--- src/rtl/cxu_pkg.sv ---
// Types and constants of the conditional execute unit.
// Used by the front, the queue, the back module, the top level and the testbench.
package cxu_pkg;

  localparam logic [31:0] MEM_BASE_RESET = 32'h0000_0100;

  typedef enum logic [3:0] {
    OP_MOV = 4'd0,
    OP_MVN = 4'd1,
    OP_CMP = 4'd2,
    OP_ADD = 4'd3,
    OP_SUB = 4'd4,
    OP_AND = 4'd5,
    OP_ORR = 4'd6,
    OP_EOR = 4'd7,
    OP_LSL = 4'd8,
    OP_LSR = 4'd9,
    OP_LDR = 4'd10,
    OP_STR = 4'd11,
    OP_BEQ = 4'd12
  } op_t;

  typedef enum logic [2:0] {
    CC_AL     = 3'd0,
    CC_GT     = 3'd1,
    CC_GE     = 3'd2,
    CC_LT     = 3'd3,
    CC_LE     = 3'd4,
    CC_EQ     = 3'd5,
    CC_NE     = 3'd6,
    CC_AL_ALT = 3'd7   // spare code, runs like always
  } cond_t;

  // Classified instruction as it travels from front to back.
  typedef struct packed {
    logic        op_valid;   // opcode names a real operation
    op_t         op;
    cond_t       cond;
    logic        set_flags;
    logic [3:0]  rd;
    logic [3:0]  rn;
    logic        use_imm;
    logic [3:0]  rm;
    logic [31:0] imm;
  } item_t;

  typedef struct packed {
    logic        reg_write;
    logic [3:0]  reg_index;
    logic [31:0] reg_value;
    logic [3:0]  flags;
    logic        executed;
    logic        branch_taken;
    logic        address_fault;
  } res_t;

endpackage

--- src/rtl/cxu_in_if.sv ---
// Input channel of the conditional execute unit: one decoded instruction per item.
// Depends on nothing but the field widths fixed in the block's definition.
interface cxu_in_if;
  logic        valid;
  logic        ready;
  logic [3:0]  opcode;
  logic [2:0]  condition;
  logic        set_flags;
  logic [3:0]  dest_reg;
  logic [3:0]  first_reg;
  logic        second_is_immediate;
  logic [3:0]  second_reg;
  logic [31:0] immediate;

  modport source (
    output valid, opcode, condition, set_flags, dest_reg, first_reg,
           second_is_immediate, second_reg, immediate,
    input  ready
  );
  modport sink (
    input  valid, opcode, condition, set_flags, dest_reg, first_reg,
           second_is_immediate, second_reg, immediate,
    output ready
  );
endinterface

--- src/rtl/cxu_out_if.sv ---
// Result channel of the conditional execute unit: one result item per instruction.
// Depends on nothing but the field widths fixed in the block's definition.
interface cxu_out_if;
  logic        valid;
  logic        ready;
  logic        reg_write;
  logic [3:0]  reg_index;
  logic [31:0] reg_value;
  logic [3:0]  flags;
  logic        executed;
  logic        branch_taken;
  logic        address_fault;

  modport source (
    output valid, reg_write, reg_index, reg_value, flags, executed,
           branch_taken, address_fault,
    input  ready
  );
  modport sink (
    input  valid, reg_write, reg_index, reg_value, flags, executed,
           branch_taken, address_fault,
    output ready
  );
endinterface

--- src/rtl/cxu_front.sv ---
// Front of the conditional execute unit: accepts items and classifies them.
// Depends on cxu_pkg and cxu_in_if.
module cxu_front
  import cxu_pkg::*;
(
  cxu_in_if.sink in_ch,
  input  logic   q_full,
  output logic   push,
  output item_t  push_item
);

  assign in_ch.ready = !q_full;
  assign push        = in_ch.valid && !q_full;

  always_comb begin
    push_item           = '0;
    push_item.op_valid  = (in_ch.opcode <= OP_BEQ);
    push_item.op        = push_item.op_valid ? op_t'(in_ch.opcode) : OP_MOV;
    // condition code 7 runs like always
    push_item.cond      = (in_ch.condition == CC_AL_ALT) ? CC_AL : cond_t'(in_ch.condition);
    push_item.set_flags = in_ch.set_flags;
    push_item.rd        = in_ch.dest_reg;
    push_item.rn        = in_ch.first_reg;
    push_item.use_imm   = in_ch.second_is_immediate;
    push_item.rm        = in_ch.second_reg;
    push_item.imm       = in_ch.immediate;
  end

endmodule

--- src/rtl/cxu_queue.sv ---
// Two-entry queue of classified items between the front and the back.
// Depends on cxu_pkg.
module cxu_queue
  import cxu_pkg::*;
(
  input  logic  clk,
  input  logic  rst_n,
  input  logic  push,
  input  item_t push_item,
  input  logic  pop,
  output item_t head,
  output logic  empty,
  output logic  full
);

  item_t      q_r [2];
  logic       wptr_r, rptr_r;
  logic [1:0] count_r;

  assign empty = (count_r == 2'd0);
  assign full  = (count_r == 2'd2);
  assign head  = q_r[rptr_r];

  always_ff @(posedge clk) begin
    if (!rst_n) begin
      wptr_r  <= 1'b0;
      rptr_r  <= 1'b0;
      count_r <= 2'd0;
    end else begin
      if (push) begin
        wptr_r <= !wptr_r;
      end
      if (pop) begin
        rptr_r <= !rptr_r;
      end
      if (push && !pop) begin
        count_r <= count_r + 2'd1;
      end else if (pop && !push) begin
        count_r <= count_r - 2'd1;
      end
    end
  end

  always_ff @(posedge clk) begin
    if (push) begin
      q_r[wptr_r] <= push_item;
    end
  end

endmodule

--- src/rtl/cxu_back.sv ---
// Back of the conditional execute unit: register file, flags, data memory,
// execution of one item per cycle while results are taken, and the result register. Depends on cxu_pkg.
module cxu_back
  import cxu_pkg::*;
#(
  parameter int NUM_REGS  = 12,
  parameter int MEM_WORDS = 8
) (
  input  logic        clk,
  input  logic        rst_n,
  input  logic        cfg_wr_en,
  input  logic [31:0] cfg_wr_data,
  input  item_t       head,
  input  logic        empty,
  output logic        pop,
  output logic        out_valid,
  input  logic        out_ready,
  output res_t        out_res
);

  localparam int RW = (NUM_REGS > 1) ? $clog2(NUM_REGS) : 1;
  localparam int AW = (MEM_WORDS > 1) ? $clog2(MEM_WORDS) : 1;

  logic [31:0] rf_r [NUM_REGS];
  logic [3:0]  flags_r, flags_nxt;
  logic [31:0] mem_r [MEM_WORDS];
  logic        mem_vld_r [MEM_WORDS];
  logic [31:0] mem_base_r;
  logic        out_valid_r;
  res_t        out_r, res_nxt;

  logic [31:0] op_a, op_b, st_data, alu_val, diff, mem_off, mem_rd;
  logic [32:0] sum33;
  logic [29:0] mem_idx;
  logic [AW-1:0] mem_addr;
  logic        mem_fault, cond_ok, wr, st, n, z, v;
  logic [3:0]  add_flags, sub_flags;

  assign pop       = !empty && (!out_valid_r || out_ready);
  assign out_valid = out_valid_r;
  assign out_res   = out_r;

  // register reads: an index beyond the file reads zero
  always_comb begin
    op_a    = (5'(head.rn) < 5'(NUM_REGS)) ? rf_r[head.rn[RW-1:0]] : '0;
    st_data = (5'(head.rd) < 5'(NUM_REGS)) ? rf_r[head.rd[RW-1:0]] : '0;
    if (head.use_imm) begin
      op_b = head.imm;
    end else begin
      op_b = (5'(head.rm) < 5'(NUM_REGS)) ? rf_r[head.rm[RW-1:0]] : '0;
    end
  end

  always_comb begin
    n = flags_r[3];
    z = flags_r[2];
    v = flags_r[0];
    case (head.cond)
      CC_GT:   cond_ok = !z && (n == v);
      CC_GE:   cond_ok = (n == v);
      CC_LT:   cond_ok = (n != v);
      CC_LE:   cond_ok = z || (n != v);
      CC_EQ:   cond_ok = z;
      CC_NE:   cond_ok = !z;
      default: cond_ok = 1'b1;
    endcase
  end

  assign sum33 = {1'b0, op_a} + {1'b0, op_b};
  assign diff  = op_a - op_b;

  assign add_flags = {sum33[31], (sum33[31:0] == 32'd0), sum33[32],
                      (~(op_a[31] ^ op_b[31])) & (op_a[31] ^ sum33[31])};
  assign sub_flags = {diff[31], (diff == 32'd0), (op_a >= op_b),
                      (op_a[31] ^ op_b[31]) & (op_a[31] ^ diff[31])};

  // window check; the two low address bits drop out of the word index
  assign mem_off   = op_a - mem_base_r;
  assign mem_idx   = mem_off[31:2];
  assign mem_fault = (op_a < mem_base_r) || (mem_idx >= 30'(MEM_WORDS));
  assign mem_addr  = mem_idx[AW-1:0];
  assign mem_rd    = mem_vld_r[mem_addr] ? mem_r[mem_addr] : '0;

  always_comb begin
    case (head.op)
      OP_MOV:  alu_val = op_b;
      OP_MVN:  alu_val = ~op_b;
      OP_ADD:  alu_val = sum33[31:0];
      OP_SUB:  alu_val = diff;
      OP_AND:  alu_val = op_a & op_b;
      OP_ORR:  alu_val = op_a | op_b;
      OP_EOR:  alu_val = op_a ^ op_b;
      OP_LSL:  alu_val = (op_b >= 32'd32) ? '0 : (op_a << op_b[4:0]);
      OP_LSR:  alu_val = (op_b >= 32'd32) ? '0 : (op_a >> op_b[4:0]);
      OP_LDR:  alu_val = mem_rd;
      default: alu_val = '0;
    endcase
  end

  always_comb begin
    res_nxt   = '0;
    flags_nxt = flags_r;
    wr        = 1'b0;
    st        = 1'b0;
    if (!head.op_valid) begin
      res_nxt.executed = 1'b0;
    end else if (head.op == OP_CMP) begin
      flags_nxt        = sub_flags;
      res_nxt.executed = 1'b1;
    end else if (head.op == OP_BEQ) begin
      res_nxt.executed     = 1'b1;
      res_nxt.branch_taken = flags_r[2];
    end else if (cond_ok) begin
      res_nxt.executed = 1'b1;
      if (head.op == OP_LDR || head.op == OP_STR) begin
        if (mem_fault) begin
          res_nxt.address_fault = 1'b1;
          res_nxt.executed      = 1'b0;
        end else if (head.op == OP_LDR) begin
          wr = 1'b1;
        end else begin
          st = 1'b1;
        end
      end else begin
        wr = 1'b1;
        if (head.set_flags) begin
          case (head.op)
            OP_ADD:  flags_nxt = add_flags;
            OP_SUB:  flags_nxt = sub_flags;
            default: flags_nxt = {alu_val[31], (alu_val == 32'd0), flags_r[1:0]};
          endcase
        end
      end
    end
    // drop writes beyond the register file
    if (wr && (5'(head.rd) < 5'(NUM_REGS))) begin
      res_nxt.reg_write = 1'b1;
      res_nxt.reg_index = head.rd;
      res_nxt.reg_value = alu_val;
    end
    res_nxt.flags = flags_nxt;
  end

  always_ff @(posedge clk) begin
    if (!rst_n) begin
      flags_r     <= '0;
      mem_base_r  <= MEM_BASE_RESET;
      out_valid_r <= 1'b0;
      for (int i = 0; i < NUM_REGS; i++) begin
        rf_r[i] <= '0;
      end
      for (int i = 0; i < MEM_WORDS; i++) begin
        mem_vld_r[i] <= 1'b0;
      end
    end else begin
      if (cfg_wr_en) begin
        mem_base_r <= cfg_wr_data;
      end
      if (pop) begin
        out_valid_r <= 1'b1;
        flags_r     <= flags_nxt;
        if (res_nxt.reg_write) begin
          rf_r[head.rd[RW-1:0]] <= alu_val;
        end
        if (st) begin
          mem_vld_r[mem_addr] <= 1'b1;
        end
      end else if (out_ready) begin
        out_valid_r <= 1'b0;
      end
    end
  end

  always_ff @(posedge clk) begin
    if (pop) begin
      out_r <= res_nxt;
      if (st) begin
        mem_r[mem_addr] <= st_data;
      end
    end
  end

endmodule

--- src/rtl/conditional_execute_unit_top.sv ---
// Conditional execute unit, top level. Depends on cxu_pkg, cxu_in_if, cxu_out_if,
// cxu_front, cxu_queue and cxu_back.
//
// The unit executes one decoded ARM-style instruction per input item and returns
// exactly one result item for it. It sustains one item per clock while results are
// taken: the back stage reads the register file and flags and executes
// combinationally, and writes them back at the edge that pops the item, and that
// register and flag feedback loop is what sets the rate. An accepted item is written
// into a two-entry queue, executed from the queue head once the result register is
// free or being taken, and its result is captured in the result register, which
// drives the result port. The front keeps accepting while a result waits, until the
// queue fills. Reset clears the register file and flags at once; data memory words
// carry a valid bit each, so no clearing pass is needed and items are accepted right
// after reset. Write mem_base only while the unit is idle.
module conditional_execute_unit_top
  import cxu_pkg::*;
#(
  parameter int NUM_REGS  = 12,
  parameter int MEM_WORDS = 8
) (
  input  logic        clk,
  input  logic        rst_n,
  cxu_in_if.sink      in_ch,
  cxu_out_if.source   out_ch,
  input  logic        cfg_wr_en,
  input  logic [31:0] cfg_wr_data
);

  item_t push_item, head;
  logic  push, pop, q_empty, q_full;
  res_t  res;

  // front: classify and push while the queue has room
  cxu_front u_front (
    .in_ch     (in_ch),
    .q_full    (q_full),
    .push      (push),
    .push_item (push_item)
  );

  // queue: decouple front and back stalls
  cxu_queue u_queue (
    .clk       (clk),
    .rst_n     (rst_n),
    .push      (push),
    .push_item (push_item),
    .pop       (pop),
    .head      (head),
    .empty     (q_empty),
    .full      (q_full)
  );

  // back: execute and hold the result until taken
  cxu_back #(
    .NUM_REGS  (NUM_REGS),
    .MEM_WORDS (MEM_WORDS)
  ) u_back (
    .clk         (clk),
    .rst_n       (rst_n),
    .cfg_wr_en   (cfg_wr_en),
    .cfg_wr_data (cfg_wr_data),
    .head        (head),
    .empty       (q_empty),
    .pop         (pop),
    .out_valid   (out_ch.valid),
    .out_ready   (out_ch.ready),
    .out_res     (res)
  );

  // drive the result channel payload from the result register
  assign out_ch.reg_write     = res.reg_write;
  assign out_ch.reg_index     = res.reg_index;
  assign out_ch.reg_value     = res.reg_value;
  assign out_ch.flags         = res.flags;
  assign out_ch.executed      = res.executed;
  assign out_ch.branch_taken  = res.branch_taken;
  assign out_ch.address_fault = res.address_fault;

endmodule

--- src/flat_wrapper.sv ---
// flat-port wrapper written by rule: the top's interface ports become plain ports
module conditional_execute_unit_top_flat import cxu_pkg::*;
#(
  parameter int NUM_REGS  = 12,
  parameter int MEM_WORDS = 8
)
  (clk, rst_n, cfg_wr_en, cfg_wr_data, in_ch_valid, in_ch_opcode, in_ch_condition, in_ch_set_flags, in_ch_dest_reg, in_ch_first_reg, in_ch_second_is_immediate, in_ch_second_reg, in_ch_immediate, in_ch_ready, out_ch_valid, out_ch_reg_write, out_ch_reg_index, out_ch_reg_value, out_ch_flags, out_ch_executed, out_ch_branch_taken, out_ch_address_fault, out_ch_ready);
  cxu_in_if in_ch_i ();
  cxu_out_if out_ch_i ();
  input  logic clk;
  input  logic rst_n;
  input  logic cfg_wr_en;
  input  logic [31:0] cfg_wr_data;
  input wire logic [$bits(in_ch_i.valid)-1:0] in_ch_valid;
  input wire logic [$bits(in_ch_i.opcode)-1:0] in_ch_opcode;
  input wire logic [$bits(in_ch_i.condition)-1:0] in_ch_condition;
  input wire logic [$bits(in_ch_i.set_flags)-1:0] in_ch_set_flags;
  input wire logic [$bits(in_ch_i.dest_reg)-1:0] in_ch_dest_reg;
  input wire logic [$bits(in_ch_i.first_reg)-1:0] in_ch_first_reg;
  input wire logic [$bits(in_ch_i.second_is_immediate)-1:0] in_ch_second_is_immediate;
  input wire logic [$bits(in_ch_i.second_reg)-1:0] in_ch_second_reg;
  input wire logic [$bits(in_ch_i.immediate)-1:0] in_ch_immediate;
  output wire logic [$bits(in_ch_i.ready)-1:0] in_ch_ready;
  output wire logic [$bits(out_ch_i.valid)-1:0] out_ch_valid;
  output wire logic [$bits(out_ch_i.reg_write)-1:0] out_ch_reg_write;
  output wire logic [$bits(out_ch_i.reg_index)-1:0] out_ch_reg_index;
  output wire logic [$bits(out_ch_i.reg_value)-1:0] out_ch_reg_value;
  output wire logic [$bits(out_ch_i.flags)-1:0] out_ch_flags;
  output wire logic [$bits(out_ch_i.executed)-1:0] out_ch_executed;
  output wire logic [$bits(out_ch_i.branch_taken)-1:0] out_ch_branch_taken;
  output wire logic [$bits(out_ch_i.address_fault)-1:0] out_ch_address_fault;
  input wire logic [$bits(out_ch_i.ready)-1:0] out_ch_ready;
  assign in_ch_i.valid = in_ch_valid;
  assign in_ch_i.opcode = in_ch_opcode;
  assign in_ch_i.condition = in_ch_condition;
  assign in_ch_i.set_flags = in_ch_set_flags;
  assign in_ch_i.dest_reg = in_ch_dest_reg;
  assign in_ch_i.first_reg = in_ch_first_reg;
  assign in_ch_i.second_is_immediate = in_ch_second_is_immediate;
  assign in_ch_i.second_reg = in_ch_second_reg;
  assign in_ch_i.immediate = in_ch_immediate;
  assign in_ch_ready = in_ch_i.ready;
  assign out_ch_valid = out_ch_i.valid;
  assign out_ch_reg_write = out_ch_i.reg_write;
  assign out_ch_reg_index = out_ch_i.reg_index;
  assign out_ch_reg_value = out_ch_i.reg_value;
  assign out_ch_flags = out_ch_i.flags;
  assign out_ch_executed = out_ch_i.executed;
  assign out_ch_branch_taken = out_ch_i.branch_taken;
  assign out_ch_address_fault = out_ch_i.address_fault;
  assign out_ch_i.ready = out_ch_ready;
  conditional_execute_unit_top #(.NUM_REGS(NUM_REGS), .MEM_WORDS(MEM_WORDS)) u_core (.clk(clk), .rst_n(rst_n), .in_ch(in_ch_i), .out_ch(out_ch_i), .cfg_wr_en(cfg_wr_en), .cfg_wr_data(cfg_wr_data));
endmodule
--- config.mk ---
export PLATFORM = sky130hd
export DESIGN_NAME = conditional_execute_unit_top_flat
export DESIGN_NICKNAME = d
export VERILOG_FILES = /design/src/rtl/cxu_pkg.sv /design/src/rtl/cxu_in_if.sv /design/src/rtl/cxu_out_if.sv /design/src/rtl/cxu_front.sv /design/src/rtl/cxu_queue.sv /design/src/rtl/cxu_back.sv /design/src/rtl/conditional_execute_unit_top.sv /design/src/flat_wrapper.sv
export SDC_FILE = /design/constraint.sdc
export NUM_CORES = 2
export LEC_CHECK = 0
export BUFFER_PORTS_ARGS = -buffer_cell sky130_fd_sc_hd__buf_2
export CELL_PAD_IN_SITES_DETAIL_PLACEMENT = 0
export CELL_PAD_IN_SITES_GLOBAL_PLACEMENT = 1
export CORE_MARGIN = 1
export CORE_UTILIZATION = 31
export CTS_CLUSTER_SIZE = 24
export DETAILED_ROUTE_END_ITERATION = 8
export HOLD_SLACK_MARGIN = 0.1
export PLACE_DENSITY_LB_ADDON = 0.3
export SYNTH_ARGS = -nofsm -noshare
export SYNTH_HDL_FRONTEND = slang
export SYNTH_SLANG_ARGS = --single-unit
--- constraint.sdc ---
create_clock -name clk -period 13.8 [get_ports clk]
set_input_delay 2.76 -clock clk [delete_from_list [all_inputs] [get_ports clk]]
set_output_delay 2.76 -clock clk [all_outputs]
set_load 0.02 [all_outputs]
---- Word level (Yosys, flattened, before mapping) ----
Memory sizes are Yosys's and may differ from the RTL's. A register that Yosys moved wholly into a read port is not among the register bits.
Index checks and enable logic that the tools add are counted.
cells by class
  $add $sub $neg .......................... 5
  $lt $le $gt $ge ......................... 8
  equal/unequal tests ..................... 22
  shift operators ......................... 2
  multiplexer cells ....................... 63
  bitwise gates (word level) .............. 14
  reduce and logical (&&, ||, !) cells .... 29
operator list
  kind                 number
  $pmux 32 s10         1
  $mux 32              8
  $logic_not 32->1     3
  $sub 32x32->32       2
  $mux 1               39
  $mux 37              1
  $add 32x32->33       1
  $and 32x32->32       1
  $ge 32x32->1         1
  $ge 32x6->1 const B  1
  $lt 32x32->1         1
  $mux 4               8
  $not 32->32          1
  $or 32x32->32        1
  $reduce_or 32->1     1
  $shl 32x5->32        1
  $shr 32x5->32        1
  $xor 32x32->32       1
  $ge 30x4->1 const B  1
  $eq 4x4->1 const B   5
  $eq 4x3->1 const B   4
  $eq 3x3->1 const B   4
  $lt 4x4->1 const B   3
  $eq 4x2->1 const B   2
  other kinds (25)     51
word-level totals
  flip-flop bits (word level) ............. 85
  bits in writable memories ............... 756
  bits of input ports ..................... 90
  logic and storage cells ................. 160
  memories kept ........................... 4
memories
  memory                   words  width  read ports  clocked after Yosys merged registers in  write ports  line             source
  u_core.u_back.rf_r       12     32     3           0                                        12           cxu_back.sv:24   logic [31:0] rf_r [NUM_REGS];
  u_core.u_back.mem_r      8      32     1           0                                        1            cxu_back.sv:26   logic [31:0] mem_r [MEM_WORDS];
  u_core.u_queue.q_r       2      54     1           1                                        1            cxu_queue.sv:16  item_t q_r [2];
  u_core.u_back.mem_vld_r  8      1      1           0                                        8            cxu_back.sv:27   logic mem_vld_r [MEM_WORDS];

---- Longest topological paths before layout ----
  depth in word-level cells ............... 19
  depth in mapped cells ................... 35
  gate-level depth less buffers ........... 24

---- Hierarchy ----
From an unflattened synthesis, not the netlist that was laid out.
second synthesis, totals
  cell total of the unflattened synthesis .. 4,689
  area, all modules ....................... 52,396.5 um^2
modules (own cells, without submodules)
  module     instances  cells an instance  area each (um^2)  seq. area each (um^2)
  cxu_back   1          4,442              47,835.9          21,440.6
  cxu_queue  1          190                4,131.5           3,343.2
  cxu_front  1          57                 429.2             0.0

---- Least setup slack after synthesis ----
OpenSTA, ideal clock, no wires.
  kind .................................... reg2reg
  start ................................... register with a tool-made name
  end ..................................... memory u_core.u_back.rf_r[2][0], enable pin
  data arrival time ....................... 9.516 ns
  path slack .............................. 3.773 ns
  cell stages (with the launch flop) ...... 30
  cells stage by stage .................... dfxtp_1 > buf_4 > buf_6 > buf_4 > mux2i_1 > buf_2 > buf_1 > mux4_2 > nand2_1 > o221ai_1 > or2_2 > ha_1 > clkbuf_1 > a21o_1 > a21o_1 > a21o_1 > a21oi_1 > nor2b_1 > nor2_1 > a2bb2oi_1 > o31ai_1 > and4_1 > clkbuf_1 > or4_1 > a21oi_1 > nand3_1 > nor4_4 > buf_4 > nor2_1 > o41ai_1
RTL lines
  item              line
  end: declaration  cxu_back.sv:24

==> flow_summary_export.csv <==
group,metric,value,unit
cells_and_area,fin_util,0.356,
sta,worstMarginPinSlew,1.52,ns
synth,ys_warn_count,0,
place,dpl_cell_area,60100,um2
clock_network,numCtsBuffers,98,
global_routing,grt_max_degree,83,
sta,hold_ws,0.452,ns
synth,synthCells,5878,
cells_and_area,fin_area,63600,um2
synth,synth_ff_type,"edfxtp_1",
global_routing,grt_pass1_vias,49262,
worst_setup_path,cp_top_family,"compound AO/OA/AOI/OAI gates",
route,wl_per_cell,35.3,um
place,io_buffer_count,135,
synth,synth.area.top_cells,"edfxtp_1 (43%), nor2_1 (5.3%), mux2i_1 (4.7%), nand2_1 (4.1%), mux4_2 (3.9%)",
floorplanning,start_util,0.313,
run_status,violations,"capacitance limit, slew limit",
synth,yosys-top-cells-count,"edfxtp_1 (792), nor2_1 (786), nand2_1 (608), a21oi_1 (329), clkbuf_1 (296)",
route,num_vias,52933,
sta,hold_violations,0,
worst_setup_path,path_max_fanout,50,
synth,yosysUniqueCellTypes,98,
worst_setup_path,endpoint_kind,"flip-flop",
synth,ys_seq_area_frac,0.443,
sta,slew_viol_final,2,
power_and_ir_drop,peakVddDrop,0.000240,V
worst_setup_path,required,14.40,ns
floorplanning,chipWidth,427,um
sta,fin_crit_sh,0.739,
cells_and_area,drive_gt1_frac,0.130,
synth,synth_edf_count,792,
sta,fin_crit,10.19,ns
synth,yosysMostFrequentCell,"edfxtp_1",
synth,synth.avg_cell_area,9.52,um2
route,drc,0,
cells_and_area,area_delta_synth_final,13.7,%
worst_setup_path,critPathMostFrequentCell,"buf_4",
sta,fmax,0.0981,GHz
place,place_hpwl,211000,um
power_and_ir_drop,p_leak,22.4,nW
route,wirelength,294000,um
synth,ys_async_sr_fraction,0,
floorplanning,die-area,182000,um2
synth,yosysTopAreaCell,"edfxtp_1",
clock_network,cts_tree,"yes",
job,maxCapViolCount,1,
place,gp_congestion,1.05,
clock_network,insertion_delay,0.79,ns
route,drtPass1Iterations,8,
place,place_ws,3.88,ns
worst_setup_path,max_stage_delay,1.06,ns
floorplanning,design.core.area,179000,um2
clock_network,post_cts_buffers,0,
global_routing,grtUsageTotal,0.314,
sta,relSlewSlack,-0.0174,
run_status,status,"finished, violations left",
route,ant_nets,0,
clock_network,clk_pin_slew,0.06,ns
synth,ys_ff_latch,842,
worst_setup_path,crit_path_start_kind,"flip-flop",
global_routing,grt_first_pass_wirelength,402000,um
clock_network,ctsResizeCount,0,
worst_setup_path,critical_path_class,"flip-flop to flip-flop",
power_and_ir_drop,power_density,267,nW/um2
cells_and_area,fin_nets,6112,
min_path,hp-class,"flip-flop to flip-flop",
sta,setup_violations,0,
global_routing,grt_overflow,0,
clock_network,cts-root-buf,"clkbuf_16",
synth,synth_area,55900,um2
route,drt-initial-drc-count,7913,
sta,rsz0062_at_grt,"no",
clock_network,clkSinkCount,842,
floorplanning,num_rows,155,
synth,synth_nets,6099,
synth,synth.top_cell.area_share,0.425,
global_routing,antenna_found_initial,16,
clock_network,clk_path_buf_depth,3,
worst_setup_path,critPathSlowestCell,"a21oi_1",
clock_network,hold_buffers,0,
floorplanning,die_h,427,um
clock_network,htree_num_levels,3,
sta,fin_skew,0.0646,ns
floorplanning,ios,136,
sta,layout_setup_ws,3.61,ns
sta,finalSetupTns,0,ns
worst_setup_path,critPathArrivalTime,10.79,ns
worst_setup_path,critPathBufInv,6,
route,viasPerCell,6.35,
-- cell families after synthesis --
group                    count (synthesis)  synth area share
AND/OR/NAND/NOR                       2066             0.166
AO/OA/AOI/OAI                         1680             0.206
flip-flops                             842             0.443
buffers and inverters                  690            0.0503
multiplexers                           387            0.0918
adder cells (fa/ha/maj)                131            0.0296
XOR/XNOR                                82            0.0128
-- per-stage QoR --
step,cells,power [W]
floorplan,5878,0.00934
global placement,8144,0.0138
detailed placement,8146,0.0138
CTS,8328,0.0166
global route,8329,0.0175
finish,8331,0.0170
-- where the power goes --
group | internal [W] | switching [W] | total [W]
Combinational | 0.00306 | 0.00779 | 0.0109
Clock | 0.00167 | 0.00118 | 0.00284
Sequential | 0.00315 | 0.000162 | 0.00331
-- layer usage --
metal  track usage  vias up  part of all wire
li1              -    22218                 -
met1         0.396    26336              0.38
met2         0.469     3610              0.43
met3        0.0871      759              0.11
met4         0.206       10             0.077
met5             0        -           0.00025
-- cells in the final DEF, fill, tap and decap left out, types with 55 or more instances in the layout --
cell	netlist	routed
a211oi_1	91	87
a22oi_1	68	68
nor2_1	786	772
a21oi_1	329	328
o211ai_1	111	111
clkbuf_16	0	99
nand3_1	149	149
inv_1	210	209
nand2b_1	85	84
mux2i_1	263	253
nor3_1	96	95
o22ai_1	138	138
ha_1	129	129
a32oi_1	69	69
o21ai_0	286	262
mux4_2	98	98
nor2b_1	112	109
buf_2	103	135
buf_4	17	241
edfxtp_1	792	792
xnor2_1	60	60
nand2_1	608	602
o221ai_1	55	55
-- sequential cells by signal, summed over array words and instances (netlist names), 2 cells and up, named ones only --
name	count
u_core.u_back.flags_r	4
u_core.u_back.mem_base_r	32
u_core.u_back.mem_r	256
u_core.u_back.mem_vld_r	8
u_core.u_back.out_res	44
u_core.u_back.rf_r	384
u_core.u_queue.count_r	2
u_core.u_queue.q_r	108
-- layout make-up --
class | count | area (um2)
diodes | 3 | 7.51
flip-flops and latches | 842 | 24800
well taps | 2355 | 2950
inverters | 222 | 833
repair buffers | 381 | 2570
fillers | 18107 | 115000
clock inverters | 67 | 947
clock buffers | 115 | 2540
multi-input cells | 4346 | 29000
-- path summary, 6_finish.rpt --
| path | from | end | slack (ns) | cells past startpoint |
|---|---|---|---|---|
| max | flip-flop | u_core.u_back.out_res[5] | 3.61 | 26 |
| min | u_core.u_back.mem_vld_r[7] | u_core.u_back.mem_vld_r[7] | 0.45 | 2 |
| max reg2reg | flip-flop | u_core.u_back.out_res[5] | 3.61 | 26 |
| min reg2reg | u_core.u_back.mem_vld_r[7] | u_core.u_back.mem_vld_r[7] | 0.45 | 2 |
-- worst reg2reg max path, stage by stage (launching register included) --
cell	delay [ns]
dfxtp_4	0.84
buf_4	0.63
mux2i_4	0.33
buf_4	0.51
mux2_2	0.46
a221o_1	0.38
a31oi_4	0.55
buf_4	0.40
inv_1	0.07
buf_4	0.30
ha_1	0.33
nor2b_1	0.15
o21ai_0	0.35
and2_1	0.23
a21oi_1	0.11
o211a_1	0.27
o41a_1	0.46
a41o_1	0.34
xnor2_1	0.17
a221oi_1	0.38
buf_4	0.26
nand2_1	0.09
a21oi_1	1.06
nand4_1	0.47
nor4_1	0.50
nand2_1	0.16
a21boi_0	0.22
Power figures use the tool's default switching activity.
